File: config.mk
export PLATFORM = sky130hd
export DESIGN_NAME = pulse_width_command_decoder
export DESIGN_NICKNAME = d
export VERILOG_FILES = /design/src/pwcd_pkg.sv /design/src/pwcd_classify.sv /design/src/pwcd_core.sv /design/src/pulse_width_command_decoder.sv
export VERILOG_INCLUDE_DIRS = /design/src /design/src/src
export SDC_FILE = /design/constraint.sdc
export NUM_CORES = 1
export LEC_CHECK = 0
export BUFFER_PORTS_ARGS = -buffer_cell sky130_fd_sc_hd__buf_2
export CORE_ASPECT_RATIO = 0.8
export CORE_MARGIN = 8
export CORE_UTILIZATION = 45
export DETAILED_ROUTE_END_ITERATION = 10
export PLACE_DENSITY = 0.65
export SLEW_MARGIN = 20
export SYNTH_ARGS = -nofsm -noshare
export SYNTH_HDL_FRONTEND = slang
export SYNTH_SLANG_ARGS = --single-unit
File: constraint.sdc
create_clock -name i_clk -period 2.19 [get_ports i_clk]
set_clock_uncertainty 0.15 [all_clocks]
set_input_delay 0.438 -clock i_clk [delete_from_list [all_inputs] [get_ports i_clk]]
set_output_delay 0.438 -clock i_clk [all_outputs]
set_load 0.05 [all_outputs]
File: src/pulse_width_command_decoder_defines.svh
// Assertion macros for the pulse width command decoder.
`ifndef PULSE_WIDTH_COMMAND_DECODER_DEFINES_SVH
`define PULSE_WIDTH_COMMAND_DECODER_DEFINES_SVH

`ifndef NO_ASSERTIONS
// Check that cond_b holds in the same cycle whenever cond_a holds.
`define PWCD_ASSERT_IMPLY(label, clk, rst_n, cond_a, cond_b) \
    label: assert property (@(posedge clk) disable iff (!rst_n) (cond_a) |-> (cond_b)) \
        else $error("pwcd: same-cycle implication failed");
// Check that cond_b holds in the cycle after cond_a holds.
`define PWCD_ASSERT_NEXT(label, clk, rst_n, cond_a, cond_b) \
    label: assert property (@(posedge clk) disable iff (!rst_n) (cond_a) |=> (cond_b)) \
        else $error("pwcd: next-cycle implication failed");
`else
`define PWCD_ASSERT_IMPLY(label, clk, rst_n, cond_a, cond_b)
`define PWCD_ASSERT_NEXT(label, clk, rst_n, cond_a, cond_b)
`endif

`endif

File: src/pwcd_pkg.sv
// Shared types, codes and constants of the pulse width command decoder.
package pwcd_pkg;

    localparam int WIDTH_W     = 16;
    localparam int CODE_W      = 3;
    localparam int ACT_W       = 3;
    localparam int STATE_W     = 3;
    localparam int MODE_W      = 2;
    localparam int CFG_W       = 8;
    localparam int CFG_IDX_W   = 1;

    // Operation codes
    localparam logic OP_MEASURE = 1'b0;
    localparam logic OP_TICK    = 1'b1;

    // Symbol codes
    localparam logic [CODE_W-1:0] CODE_NONE = 3'd0;
    localparam logic [CODE_W-1:0] CODE_A    = 3'd1;
    localparam logic [CODE_W-1:0] CODE_B    = 3'd2;
    localparam logic [CODE_W-1:0] CODE_C    = 3'd3;
    localparam logic [CODE_W-1:0] CODE_D    = 3'd4;

    // Command codes
    localparam logic [ACT_W-1:0] ACT_NONE     = 3'd0;
    localparam logic [ACT_W-1:0] ACT_ON       = 3'd1;
    localparam logic [ACT_W-1:0] ACT_OFF      = 3'd2;
    localparam logic [ACT_W-1:0] ACT_PULSE    = 3'd3;
    localparam logic [ACT_W-1:0] ACT_RESERVED = 3'd4;

    // Sequence states
    localparam logic [STATE_W-1:0] ST_START = 3'd0;
    localparam logic [STATE_W-1:0] ST_A     = 3'd1;
    localparam logic [STATE_W-1:0] ST_AB    = 3'd2;
    localparam logic [STATE_W-1:0] ST_AC    = 3'd3;
    localparam logic [STATE_W-1:0] ST_ABB   = 3'd4;
    localparam logic [STATE_W-1:0] ST_ABC   = 3'd5;
    localparam logic [STATE_W-1:0] ST_ACB   = 3'd6;
    localparam logic [STATE_W-1:0] ST_ACC   = 3'd7;

    // Output modes
    localparam logic [MODE_W-1:0] MODE_LOW   = 2'd0;
    localparam logic [MODE_W-1:0] MODE_HIGH  = 2'd1;
    localparam logic [MODE_W-1:0] MODE_PULSE = 2'd2;

    // Configuration register indexes and reset values
    localparam logic [CFG_IDX_W-1:0] CFG_PULSE_LENGTH   = 1'd0;
    localparam logic [CFG_IDX_W-1:0] CFG_DECODE_TIMEOUT = 1'd1;
    localparam logic [CFG_W-1:0]     PULSE_LENGTH_RST   = 8'd50;
    localparam logic [CFG_W-1:0]     DECODE_TIMEOUT_RST = 8'd250;

    // Code window bounds, exclusive at both ends
    localparam logic [WIDTH_W-1:0] WIN_A_LO = 16'h1000;
    localparam logic [WIDTH_W-1:0] WIN_A_HI = 16'h2000;
    localparam logic [WIDTH_W-1:0] WIN_B_LO = 16'h2000;
    localparam logic [WIDTH_W-1:0] WIN_B_HI = 16'h3000;
    localparam logic [WIDTH_W-1:0] WIN_C_LO = 16'h4000;
    localparam logic [WIDTH_W-1:0] WIN_C_HI = 16'h5000;
    localparam logic [WIDTH_W-1:0] WIN_D_LO = 16'h7000;
    localparam logic [WIDTH_W-1:0] WIN_D_HI = 16'h8000;

    typedef struct packed {
        logic               op;
        logic [WIDTH_W-1:0] width;
        logic               overflow;
    } t_item;

    typedef struct packed {
        logic [CODE_W-1:0]  code;
        logic [ACT_W-1:0]   action;
        logic               drive;
        logic [STATE_W-1:0] decoder_state;
    } t_result;

    typedef struct packed {
        logic                 we;
        logic [CFG_IDX_W-1:0] index;
        logic [CFG_W-1:0]     data;
    } t_cfg_wr;

endpackage

File: src/pwcd_classify.sv
// Width classifier: maps a measured width onto symbol codes A to D by windows.
module pwcd_classify (
    input  logic [pwcd_pkg::WIDTH_W-1:0] i_width,
    output logic [pwcd_pkg::CODE_W-1:0]  o_code
);
    import pwcd_pkg::*;

    // Check each exclusive window, first match wins
    always_comb begin
        if (i_width > WIN_A_LO && i_width < WIN_A_HI) begin
            o_code = CODE_A;
        end else if (i_width > WIN_B_LO && i_width < WIN_B_HI) begin
            o_code = CODE_B;
        end else if (i_width > WIN_C_LO && i_width < WIN_C_HI) begin
            o_code = CODE_C;
        end else if (i_width > WIN_D_LO && i_width < WIN_D_HI) begin
            o_code = CODE_D;
        end else begin
            o_code = CODE_NONE;
        end
    end

endmodule

File: src/pwcd_core.sv
// Decoder core: sequence state, timeout, output mode, pulse counter and config.
module pwcd_core (
    input  logic              i_clk,
    input  logic              i_rst_n,
    input  pwcd_pkg::t_cfg_wr i_cfg,
    input  logic              i_step,
    input  pwcd_pkg::t_item   i_item,
    output pwcd_pkg::t_result o_result
);
    import pwcd_pkg::*;

    logic [CFG_W-1:0]   r_pulse_length;
    logic [CFG_W-1:0]   r_decode_timeout;
    logic [STATE_W-1:0] r_seq, n_seq;
    logic [CFG_W-1:0]   r_timeout_left, n_timeout_left;
    logic [MODE_W-1:0]  r_mode, n_mode;
    logic [CFG_W-1:0]   r_pulse_left, n_pulse_left;
    logic               r_pin, n_pin;
    logic [CODE_W-1:0]  class_code;
    logic [CODE_W-1:0]  code;
    logic [ACT_W-1:0]   action;
    logic [CFG_W-1:0]   timeout_dec;

    pwcd_classify u_classify (
        .i_width (i_item.width),
        .o_code  (class_code)
    );

    // Take configuration writes; unknown indexes are dropped
    always_ff @(posedge i_clk) begin
        if (!i_rst_n) begin
            r_pulse_length   <= PULSE_LENGTH_RST;
            r_decode_timeout <= DECODE_TIMEOUT_RST;
        end else if (i_cfg.we) begin
            case (i_cfg.index)
                CFG_PULSE_LENGTH:   r_pulse_length   <= i_cfg.data;
                CFG_DECODE_TIMEOUT: r_decode_timeout <= i_cfg.data;
                default: ;
            endcase
        end
    end

    // Work out the next state and the result of one transaction
    always_comb begin
        n_seq          = r_seq;
        n_timeout_left = r_timeout_left;
        n_mode         = r_mode;
        n_pulse_left   = r_pulse_left;
        n_pin          = r_pin;
        code           = CODE_NONE;
        action         = ACT_NONE;
        timeout_dec    = (r_timeout_left != '0) ? r_timeout_left - CFG_W'(1) : r_timeout_left;

        if (i_item.op == OP_TICK) begin
            // Count down the decode timeout, fall back to start at zero
            n_timeout_left = timeout_dec;
            if (timeout_dec == '0) begin
                n_seq = ST_START;
            end
            // Update the pin from the output mode
            case (r_mode)
                MODE_HIGH: n_pin = 1'b1;
                MODE_PULSE: begin
                    if (r_pulse_left == '0) begin
                        n_pin  = 1'b0;
                        n_mode = MODE_LOW;
                    end else begin
                        n_pulse_left = r_pulse_left - CFG_W'(1);
                        n_pin        = 1'b1;
                    end
                end
                default: n_pin = 1'b0;
            endcase
        end else if (!i_item.overflow && class_code != CODE_NONE) begin
            code = class_code;
            case (r_seq)
                ST_START: begin
                    if (class_code == CODE_A) begin
                        n_seq          = ST_A;
                        n_timeout_left = r_decode_timeout;
                    end
                end
                ST_A: begin
                    // A repeated holds the state without reload
                    if (class_code != CODE_A) begin
                        n_timeout_left = r_decode_timeout;
                        if (class_code == CODE_B) begin
                            n_seq = ST_AB;
                        end else if (class_code == CODE_C) begin
                            n_seq = ST_AC;
                        end else begin
                            n_seq = ST_START;
                        end
                    end
                end
                ST_AB: begin
                    n_timeout_left = r_decode_timeout;
                    if (class_code == CODE_B) begin
                        n_seq = ST_ABB;
                    end else if (class_code == CODE_C) begin
                        n_seq = ST_ABC;
                    end else begin
                        n_seq = ST_START;
                    end
                end
                ST_AC: begin
                    n_timeout_left = r_decode_timeout;
                    if (class_code == CODE_B) begin
                        n_seq = ST_ACB;
                    end else if (class_code == CODE_C) begin
                        n_seq = ST_ACC;
                    end else begin
                        n_seq = ST_START;
                    end
                end
                default: begin
                    // Fourth code: complete the command on D, always return to start
                    n_seq = ST_START;
                    if (class_code == CODE_D) begin
                        case (r_seq)
                            ST_ABB: begin
                                n_mode = MODE_HIGH;
                                action = ACT_ON;
                            end
                            ST_ABC: begin
                                n_mode = MODE_LOW;
                                action = ACT_OFF;
                            end
                            ST_ACB: begin
                                if (r_mode != MODE_PULSE) begin
                                    n_mode       = MODE_PULSE;
                                    n_pulse_left = r_pulse_length;
                                end
                                action = ACT_PULSE;
                            end
                            default: action = ACT_RESERVED;
                        endcase
                    end
                end
            endcase
        end
    end

    // Advance the state on each transaction
    always_ff @(posedge i_clk) begin
        if (!i_rst_n) begin
            r_seq          <= ST_START;
            r_timeout_left <= DECODE_TIMEOUT_RST;
            r_mode         <= MODE_LOW;
            r_pulse_left   <= '0;
            r_pin          <= 1'b0;
        end else if (i_step) begin
            r_seq          <= n_seq;
            r_timeout_left <= n_timeout_left;
            r_mode         <= n_mode;
            r_pulse_left   <= n_pulse_left;
            r_pin          <= n_pin;
        end
    end

    // Report the merged sequence state
    always_comb begin
        o_result.code          = code;
        o_result.action        = action;
        o_result.drive         = n_pin;
        o_result.decoder_state = (n_seq == ST_ACC) ? ST_ACB : n_seq;
    end

endmodule

File: src/pulse_width_command_decoder.sv
// Top level of the pulse width command decoder: input and result registers around the core.
// The block takes one transaction per clock cycle while o_stall is low and returns one
// result for each on o_valid. An accepted transaction waits in the input register until
// the result register can take it; then the core's classifier and sequence logic settle
// into the result register. The decoder state updates on that same edge. Results wait in
// the result register while i_stall is high. The input register keeps taking a transaction
// until it also holds one, so a stall reaches o_stall only when both registers are full.
// Configuration writes apply at the next timeout reload or pulse start.
`include "pulse_width_command_decoder_defines.svh"

module pulse_width_command_decoder (
    input  logic                             i_clk,
    input  logic                             i_rst_n,
    input  logic                             i_valid,
    output logic                             o_stall,
    input  pwcd_pkg::t_item                  i_item,
    output logic                             o_valid,
    input  logic                             i_stall,
    output pwcd_pkg::t_result                o_result,
    input  logic                             i_cfg_we,
    input  logic [pwcd_pkg::CFG_IDX_W-1:0]   i_cfg_index,
    input  logic [pwcd_pkg::CFG_W-1:0]       i_cfg_data
);
    import pwcd_pkg::*;

    logic    r_in_valid;
    t_item   r_in;
    logic    r_out_valid;
    t_result r_out;
    t_result core_result;
    t_cfg_wr cfg;
    logic    in_take;
    logic    step;

    assign cfg.we    = i_cfg_we;
    assign cfg.index = i_cfg_index;
    assign cfg.data  = i_cfg_data;

    // Move the held transaction to the result register when that slot frees up
    assign step    = r_in_valid && (!r_out_valid || !i_stall);
    assign o_stall = r_in_valid && !step;
    assign in_take = i_valid && !o_stall;

    pwcd_core u_core (
        .i_clk    (i_clk),
        .i_rst_n  (i_rst_n),
        .i_cfg    (cfg),
        .i_step   (step),
        .i_item   (r_in),
        .o_result (core_result)
    );

    // Hold the accepted transaction
    always_ff @(posedge i_clk) begin
        if (!i_rst_n) begin
            r_in_valid <= 1'b0;
        end else if (in_take) begin
            r_in_valid <= 1'b1;
        end else if (step) begin
            r_in_valid <= 1'b0;
        end
    end

    always_ff @(posedge i_clk) begin
        if (in_take) begin
            r_in <= i_item;
        end
    end

    // Hold the result until the receiver takes it
    always_ff @(posedge i_clk) begin
        if (!i_rst_n) begin
            r_out_valid <= 1'b0;
        end else if (step) begin
            r_out_valid <= 1'b1;
        end else if (!i_stall) begin
            r_out_valid <= 1'b0;
        end
    end

    always_ff @(posedge i_clk) begin
        if (step) begin
            r_out <= core_result;
        end
    end

    assign o_valid  = r_out_valid;
    assign o_result = r_out;

    // A command completes only on a D code
    `PWCD_ASSERT_IMPLY(a_action_needs_d, i_clk, i_rst_n,
        o_valid && o_result.action != ACT_NONE, o_result.code == CODE_D)
    // A completed command leaves the decoder at start
    `PWCD_ASSERT_IMPLY(a_action_ends_seq, i_clk, i_rst_n,
        o_valid && o_result.action != ACT_NONE, o_result.decoder_state == ST_START)
    // The two last sequence states are reported merged
    `PWCD_ASSERT_IMPLY(a_state_merged, i_clk, i_rst_n,
        o_valid, o_result.decoder_state != ST_ACC)
    // A stalled result with a full input register keeps both registers full in the next cycle
    `PWCD_ASSERT_NEXT(a_full_blocks, i_clk, i_rst_n,
        o_stall && i_stall, o_valid && r_in_valid)

endmodule
==> results of run 1 <==
-- layout by cell type (no fill, tap or decap), types with 3 or more instances in the layout --
master / count
a211oi_1: 6
a21oi_1: 18
a21oi_2: 3
a31o_2: 3
and3_1: 3
buf_2: 43
buf_4: 53
buf_6: 3
clkbuf_8: 11
dfxtp_1: 37
dfxtp_2: 3
edfxtp_1: 28
inv_1: 13
mux2_2: 4
nand2_1: 49
nand2b_1: 3
nand3_1: 14
nand4_1: 3
nor2_1: 23
nor2b_1: 5
nor3_1: 8
nor4_1: 3
o211ai_1: 4
o21a_1: 3
o21ai_0: 11
o31ai_1: 8
xnor2_1: 4
xor2_1: 3
-- what timing repair did --
action | in CTS | in global routing
endpoints found under the setup margin | 16 | 27
hold endpoints to repair | 0 | 0
gates resized for setup | 21 | 20
gates cloned | 0 | 0
pin swaps | 4 | 10
buffers inserted | 7 | 5
-- per-stage QoR --
step,setup WS (ps),hold slack [ps],std cells
final,-130,122,536
after global routing,-209,101,536
after CTS,-108,106,531
after detailed placement,-99.0,302,508
after global placement,-46.3,293,508
after floorplan,-95.7,282,357
-- layout make-up --
type	instances	area (um2)
flip-flops and latches	68	1650
clock inverters	4	46.3
multi-input cells	248	1730
well taps	90	113
repair buffers	99	647
inverters	15	56.3
clock buffers	12	155
fillers	628	2900
-- kinds of logic after synthesis --
kind of cell	count (synthesis)	share of synthesized area [%]
compound gates	86	17.9
xor+xnor	8	2.52
fa+ha+maj	5	1.88
buf+inv	41	4.85
flops	68	49.3
mux	6	1.95
simple gates	143	21.6
-- worst max-delay path by stage --
| stage | endpoint |
|---|---|
| 3_3_place_gp | u_core.r_mode[1] |
| 2_1_floorplan | u_core.r_mode[1] |
| 4_1_cts | u_core.r_mode[1] |
| 5_1_grt | u_core.r_mode[1] |
| 6_report | u_core.r_mode[1] |
| 3_5_place_dp | u_core.r_mode[1] |
-- state kept, by name, summed over array words and instances (netlist names) --
register / flops
u_core.r_timeout_left: 8
o_valid: 1
u_core.r_pulse_length: 8
r_in_valid: 1
u_core.r_pulse_left: 8
u_core.r_seq: 3
o_result: 10
r_in: 18
u_core.r_decode_timeout: 8
u_core.r_pin: 1
u_core.r_mode: 2
-- where the power goes --
group          leakage, nW  internal, mW  switching, mW
combinational         1.10         0.135          0.198
sequential           0.598          1.38         0.0329
clock                0.107         0.586          0.469
total                 1.80          2.10          0.700
-- worst max-delay path: cells and delay by family, from the launching register on --
kind,cells,cell delay (ps)
flops,1,410
compound gates,2,260
xor+xnor,1,420
simple gates,3,1000
-- cells in the mapped netlist, types with 5 or more instances --
cell | n | area (um2)
nand2_1 | 51 | 191
dfxtp_1 | 40 | 801
edfxtp_1 | 28 | 841
nor2_1 | 26 | 97.6
a21oi_1 | 21 | 105
clkbuf_1 | 20 | 75.1
inv_1 | 15 | 56.3
nand3_1 | 15 | 75.1
o21ai_0 | 12 | 60.1
nor3_1 | 10 | 50.1
o31ai_1 | 10 | 75.1
a211oi_1 | 7 | 52.6
nor2b_1 | 6 | 37.5
ha_1 | 5 | 62.6
nor4_1 | 5 | 31.3
-- per-layer routing --
layer  vias up  part of all wire [%]  GRT usage, %
li1       1451                     -             -
met1      1374                    46          21.2
met2        70                    48          26.4
met3         9                   5.4          5.01
met4         0                  0.85          3.70
met5         -                     0             0
==> impl_metrics.csv, run 1 <==
group,metric,value,unit
outcome,outcome,"complete, but fails checks",
outcome,violations,"negative setup slack",
floorplan,start_util,45.7,%
routing,via_count,2904,
cts,clock_path_buffers,2,
sta,fin_crit_sh,106,%
critical_path,rrSetupSlack,-130,ps
critical_path,rr_worst_depth,6,
cts,insertion_delay,340,ps
yosys,syn-num-nets,394,
yosys,ys_async_sr_fraction,0,%
place,dp_hpwl,5930,um
pwr,p_leak,1.80,nW
critical_path,crit_path_start_kind,"register",
cts,clock-sinks,68,
critical_path,critPathMaxStageDelay,530,ps
routing,drcViolationCount,0,
cts,ctsHoldBuffers,0,
routing,wl,8370,um
place,placed_cell_area,3960,um2
floorplan,dieWidth,112,um
cts,cts_tree,"built",
yosys,synth.avg_cell_area,9.33,um2
yosys,ys_seq_area_share,49.3,%
sta,tns,-939,ps
critical_path,r2r-end,"u_core.r_mode[1]",
min_path,min_path_cells,1,
sta,rsz0062_at_grt,"yes",
critical_path,arrival,2420,ps
min_path,min_delay_worst_endpoint,"r_in[14]",
yosys,ys_warn_count,0,
cells_and_area,final_layout_size_suffix_gt1_share,37.9,%
place,gp_congestion,0.828,
critical_path,critPathRequiredTime,2290,ps
cts,cts-buffers-inserted,9,
pwr,power.density,637,nW/um2
min_path,min_from,"i_item[14]",
critical_path,crit_chain,"xnor3_1 -> or3_4 -> or4b_4 -> a21oi_4 -> nand4_1 -> o31ai_1",
cells_and_area,nets,478,
critical_path,setup.worst_path.end_class,"register",
global_routing,grtUsageTotal,16.4,%
sta,worstMarginPinSlew,615,ps
yosys,ys.flop_type,"dfxtp_1",
global_routing,grt_max_degree,29,
global_routing,antenna_found_initial,0,
routing,drt_iter0_drc,150,
floorplan,io_pins,44,
sta,slew_headroom,59.0,%
floorplan,die_y,93.0,um
pwr,max-vdd-ir-drop,384,uV
cells_and_area,finalInstanceArea,4390,um2
sta,fin_crit,2320,ps
sta,clock.fmax,0.431,GHz
cts,clkSlewWorstSetupHoldPaths,70,ps
routing,firstDrtPassIters,4,
critical_path,worstSetupPathType,"reg -> reg",
cells_and_area,syn_to_final_growth,31.9,%
cells_and_area,postLayoutCoreUtil,60.3,%
yosys,netlist_area,3330,um2
routing,drtAntennaViolNets,0,
critical_path,critPathMaxFanout,4,
flow_run,maxCapViolCount,0,
sta,setup_viol,16,
cts,htree_num_levels,3,
global_routing,grt_overflow,0,
pwr,total_power,2.80,mW
floorplan,row_count,28,
cells_and_area,n_antenna_cell,0,
floorplan,dieArea,10400,um2
sta,fin_ws,-130,ps
yosys,ys_ff_latch,68,
routing,wl_per_cell,15.6,um
global_routing,grt_pass1_wl,14000,um
yosys,synth_edf_count,28,
floorplan,fp.coreArea,7290,um2
critical_path,r2r_start,"r_in[13]",
routing,via_per_inst,5.42,
sta,slew_viol_final,0,
min_path,worst_hold_path_type,"in -> reg",
cts,root_buffer,"clkbuf_8",
critical_path,cp-startpoint,"r_in[13]",
yosys,syn_inst,357,
place,port_buffers,43,
critical_path,slowest_stage,"or4b_4",
global_routing,grt_pass1_vias,2851,
sta,hold_viol,0,
yosys,ys_types,59,
(Power assumes the default switching activity.)
==> run 2, diff against run 1 <==
Settings changed: PLACE_DENSITY 0.65 to 0.63.
Clock period 2.19 ns to 2.7 ns, I/O delays scaled along.
==> run 2 against run 1 <==
The run now ends clean. Non-clock buffer count is 42 lower. Clock power down 23%. Largest cell class is now registers. Clock-buffer cell count is 1 lower. Register-to-register slack improved by 350 ps. First-iteration DRC count is 27% lower. Flip-flop and latch count is the same.
==> impl_metrics.csv, run 2 (same netlist as run 1, synthesis figures left out) <==
group,metric,value,unit
critical_path,crit_family,"simple AND/OR/NAND/NOR gates",
critical_path,crit_path_start_kind,"register",
critical_path,slowest_stage,"or4b_4",
cells_and_area,layout_common_cells,"51 x nand2_1, 43 x buf_2, 40 x dfxtp_1",
cts,cts-buffers-inserted,9,
cells_and_area,largest_reg_flops,18,
global_routing,grt_overflow,0,
routing,firstDrtPassIters,4,
floorplan,die_y,93.0,um
sta,fin_ws,224,ps
floorplan,dieWidth,112,um
global_routing,use_met2,23.7,%
cells_and_area,n_antenna_cell,0,
place,place_ws,235,ps
cells_and_area,nets,436,
cts,clock-sinks,68,
sta,hold_viol,0,
routing,via_count,2713,
floorplan,fp.coreArea,7290,um2
place,dp_hpwl,5490,um
routing,wl_per_cell,15.5,um
pwr,power.density,566,nW/um2
pwr,total_power,2.18,mW
min_path,min_delay_worst_endpoint,"r_in[10]",
critical_path,setup.worst_path.end_class,"register",
place,gp_congestion,0.852,
cts,clock_path_buffers,2,
sta,slew_viol_final,0,
sta,fin_crit,2480,ps
critical_path,critPathMaxFanout,6,
cells_and_area,final_common_cell,"nand2_1",
min_path,min_path_cells,1,
sta,tns,0,ps
critical_path,r2r_start,"r_in[14]",
critical_path,worstSetupPathType,"reg -> reg",
cts,post_cts_buffers,0,
sta,slew_headroom,51.2,%
cts,ctsHoldBuffers,0,
sta,setup_viol,0,
floorplan,io_pins,44,
critical_path,rr_worst_depth,6,
sta,worstMarginPinSlew,725,ps
place,port_buffers,43,
global_routing,grt_max_degree,24,
sta,rsz0062_at_grt,"no",
pwr,p_leak,1.55,nW
critical_path,arrival,2580,ps
cells_and_area,final_layout_size_suffix_gt1_share,21.5,%
cells_and_area,postLayoutCoreUtil,52.7,%
cts,htree_num_levels,3,
critical_path,critPathRequiredTime,2800,ps
floorplan,start_util,45.7,%
routing,drcViolationCount,0,
cells_and_area,syn_to_final_growth,15.4,%
routing,drtAntennaViolNets,0,
routing,drt_iter0_drc,110,
global_routing,grtUsageTotal,15.2,%
global_routing,grt_pass1_wl,12800,um
critical_path,path_buf_inv,0,
routing,via_per_inst,5.49,
cts,root_buffer,"clkbuf_8",
cts,cts_resized,0,
outcome,outcome,"complete, no violations",
global_routing,use_met1,19.5,%
critical_path,crit_chain,"xnor3_1 -> or3_1 -> or4b_4 -> a21oi_4 -> nand4_1 -> o31ai_1",
flow_run,maxCapViolCount,0,
min_path,min_from,"i_item[10]",
pwr,max-vdd-ir-drop,309,uV
cts,clkSlewWorstSetupHoldPaths,70,ps
global_routing,use_met3,5.27,%
cts,cts_tree,"built",
floorplan,dieArea,10400,um2
cells_and_area,nFillCells,692,
global_routing,top_usage_layer,"met2",
global_routing,antenna_found_initial,0,
critical_path,rrSetupSlack,220,ps
floorplan,row_count,28,
cells_and_area,regMostFlops,"r_in",
sta,fin_crit_sh,91.7,%
critical_path,r2r-end,"u_core.r_mode[1]",
cts,insertion_delay,340,ps
routing,wl,7660,um
global_routing,grt_pass1_vias,2651,
sta,clock.fmax,0.404,GHz
critical_path,critPathMaxStageDelay,550,ps
min_path,worst_hold_path_type,"in -> reg",
## run 2: area by class of cell
type                       count  area, um2  share of cell area [%]
sequential                    68       1640                    42.7
clock inverter                 5       52.6                    1.37
tap                           90        113                    2.93
timing repair buffer          57        320                    8.34
inverter                      15       56.3                    1.47
clock buffer                  11        131                    3.42
multi-input combinational    248       1530                    39.8
## run 2: worst reg2reg max path, delay by kind of cell, from the launching register on
family | cells | cell delay, ps
DFF | 1 | 500
and+or+nand+nor | 3 | 1030
AOI/OAI and AO/OA | 2 | 270
xor gates and xnor gates | 1 | 440
## run 2: worst max path at each step
stage / startpoint / end / slack (ps) / cells after the start
floorplan: i_stall / r_in[0] / 340 / 2
global placement: u_core.r_pulse_left[0] / u_core.r_pulse_left[5] / 320 / 9
detailed placement: u_core.r_pulse_left[0] / u_core.r_pulse_left[5] / 240 / 9
CTS: u_core.r_pulse_left[0] / u_core.r_pulse_left[5] / 220 / 9
global route: u_core.r_pulse_left[1] / u_core.r_pulse_left[5] / 80 / 9
finish: r_in[14] / u_core.r_mode[1] / 220 / 6
## run 2: layer usage
| layer | vias up | share of wire [%] |
|---|---|---|
| li1 | 1376 | - |
| met1 | 1263 | 48 |
| met2 | 72 | 45 |
| met3 | 2 | 5.8 |
| met4 | 0 | 0.40 |
| met5 | - | 0 |
## run 2: power breakdown
part           internal [mW]  total (mW)  switching, mW
combinational         0.0826       0.219          0.136
sequential              1.12        1.15         0.0340
clock                  0.422       0.806          0.383
total                   1.62        2.18          0.553
## run 2: metrics by stage
stage / instance area (um2) / std cells / hold slack, ps
3_5_place_dp: 3660 / 478 / 302
2_1_floorplan: 3330 / 357 / 282
4_1_cts: 3840 / 494 / 206
6_report: 3840 / 494 / 222
3_3_place_gp: 3660 / 478 / 296
5_1_grt: 3840 / 494 / 198
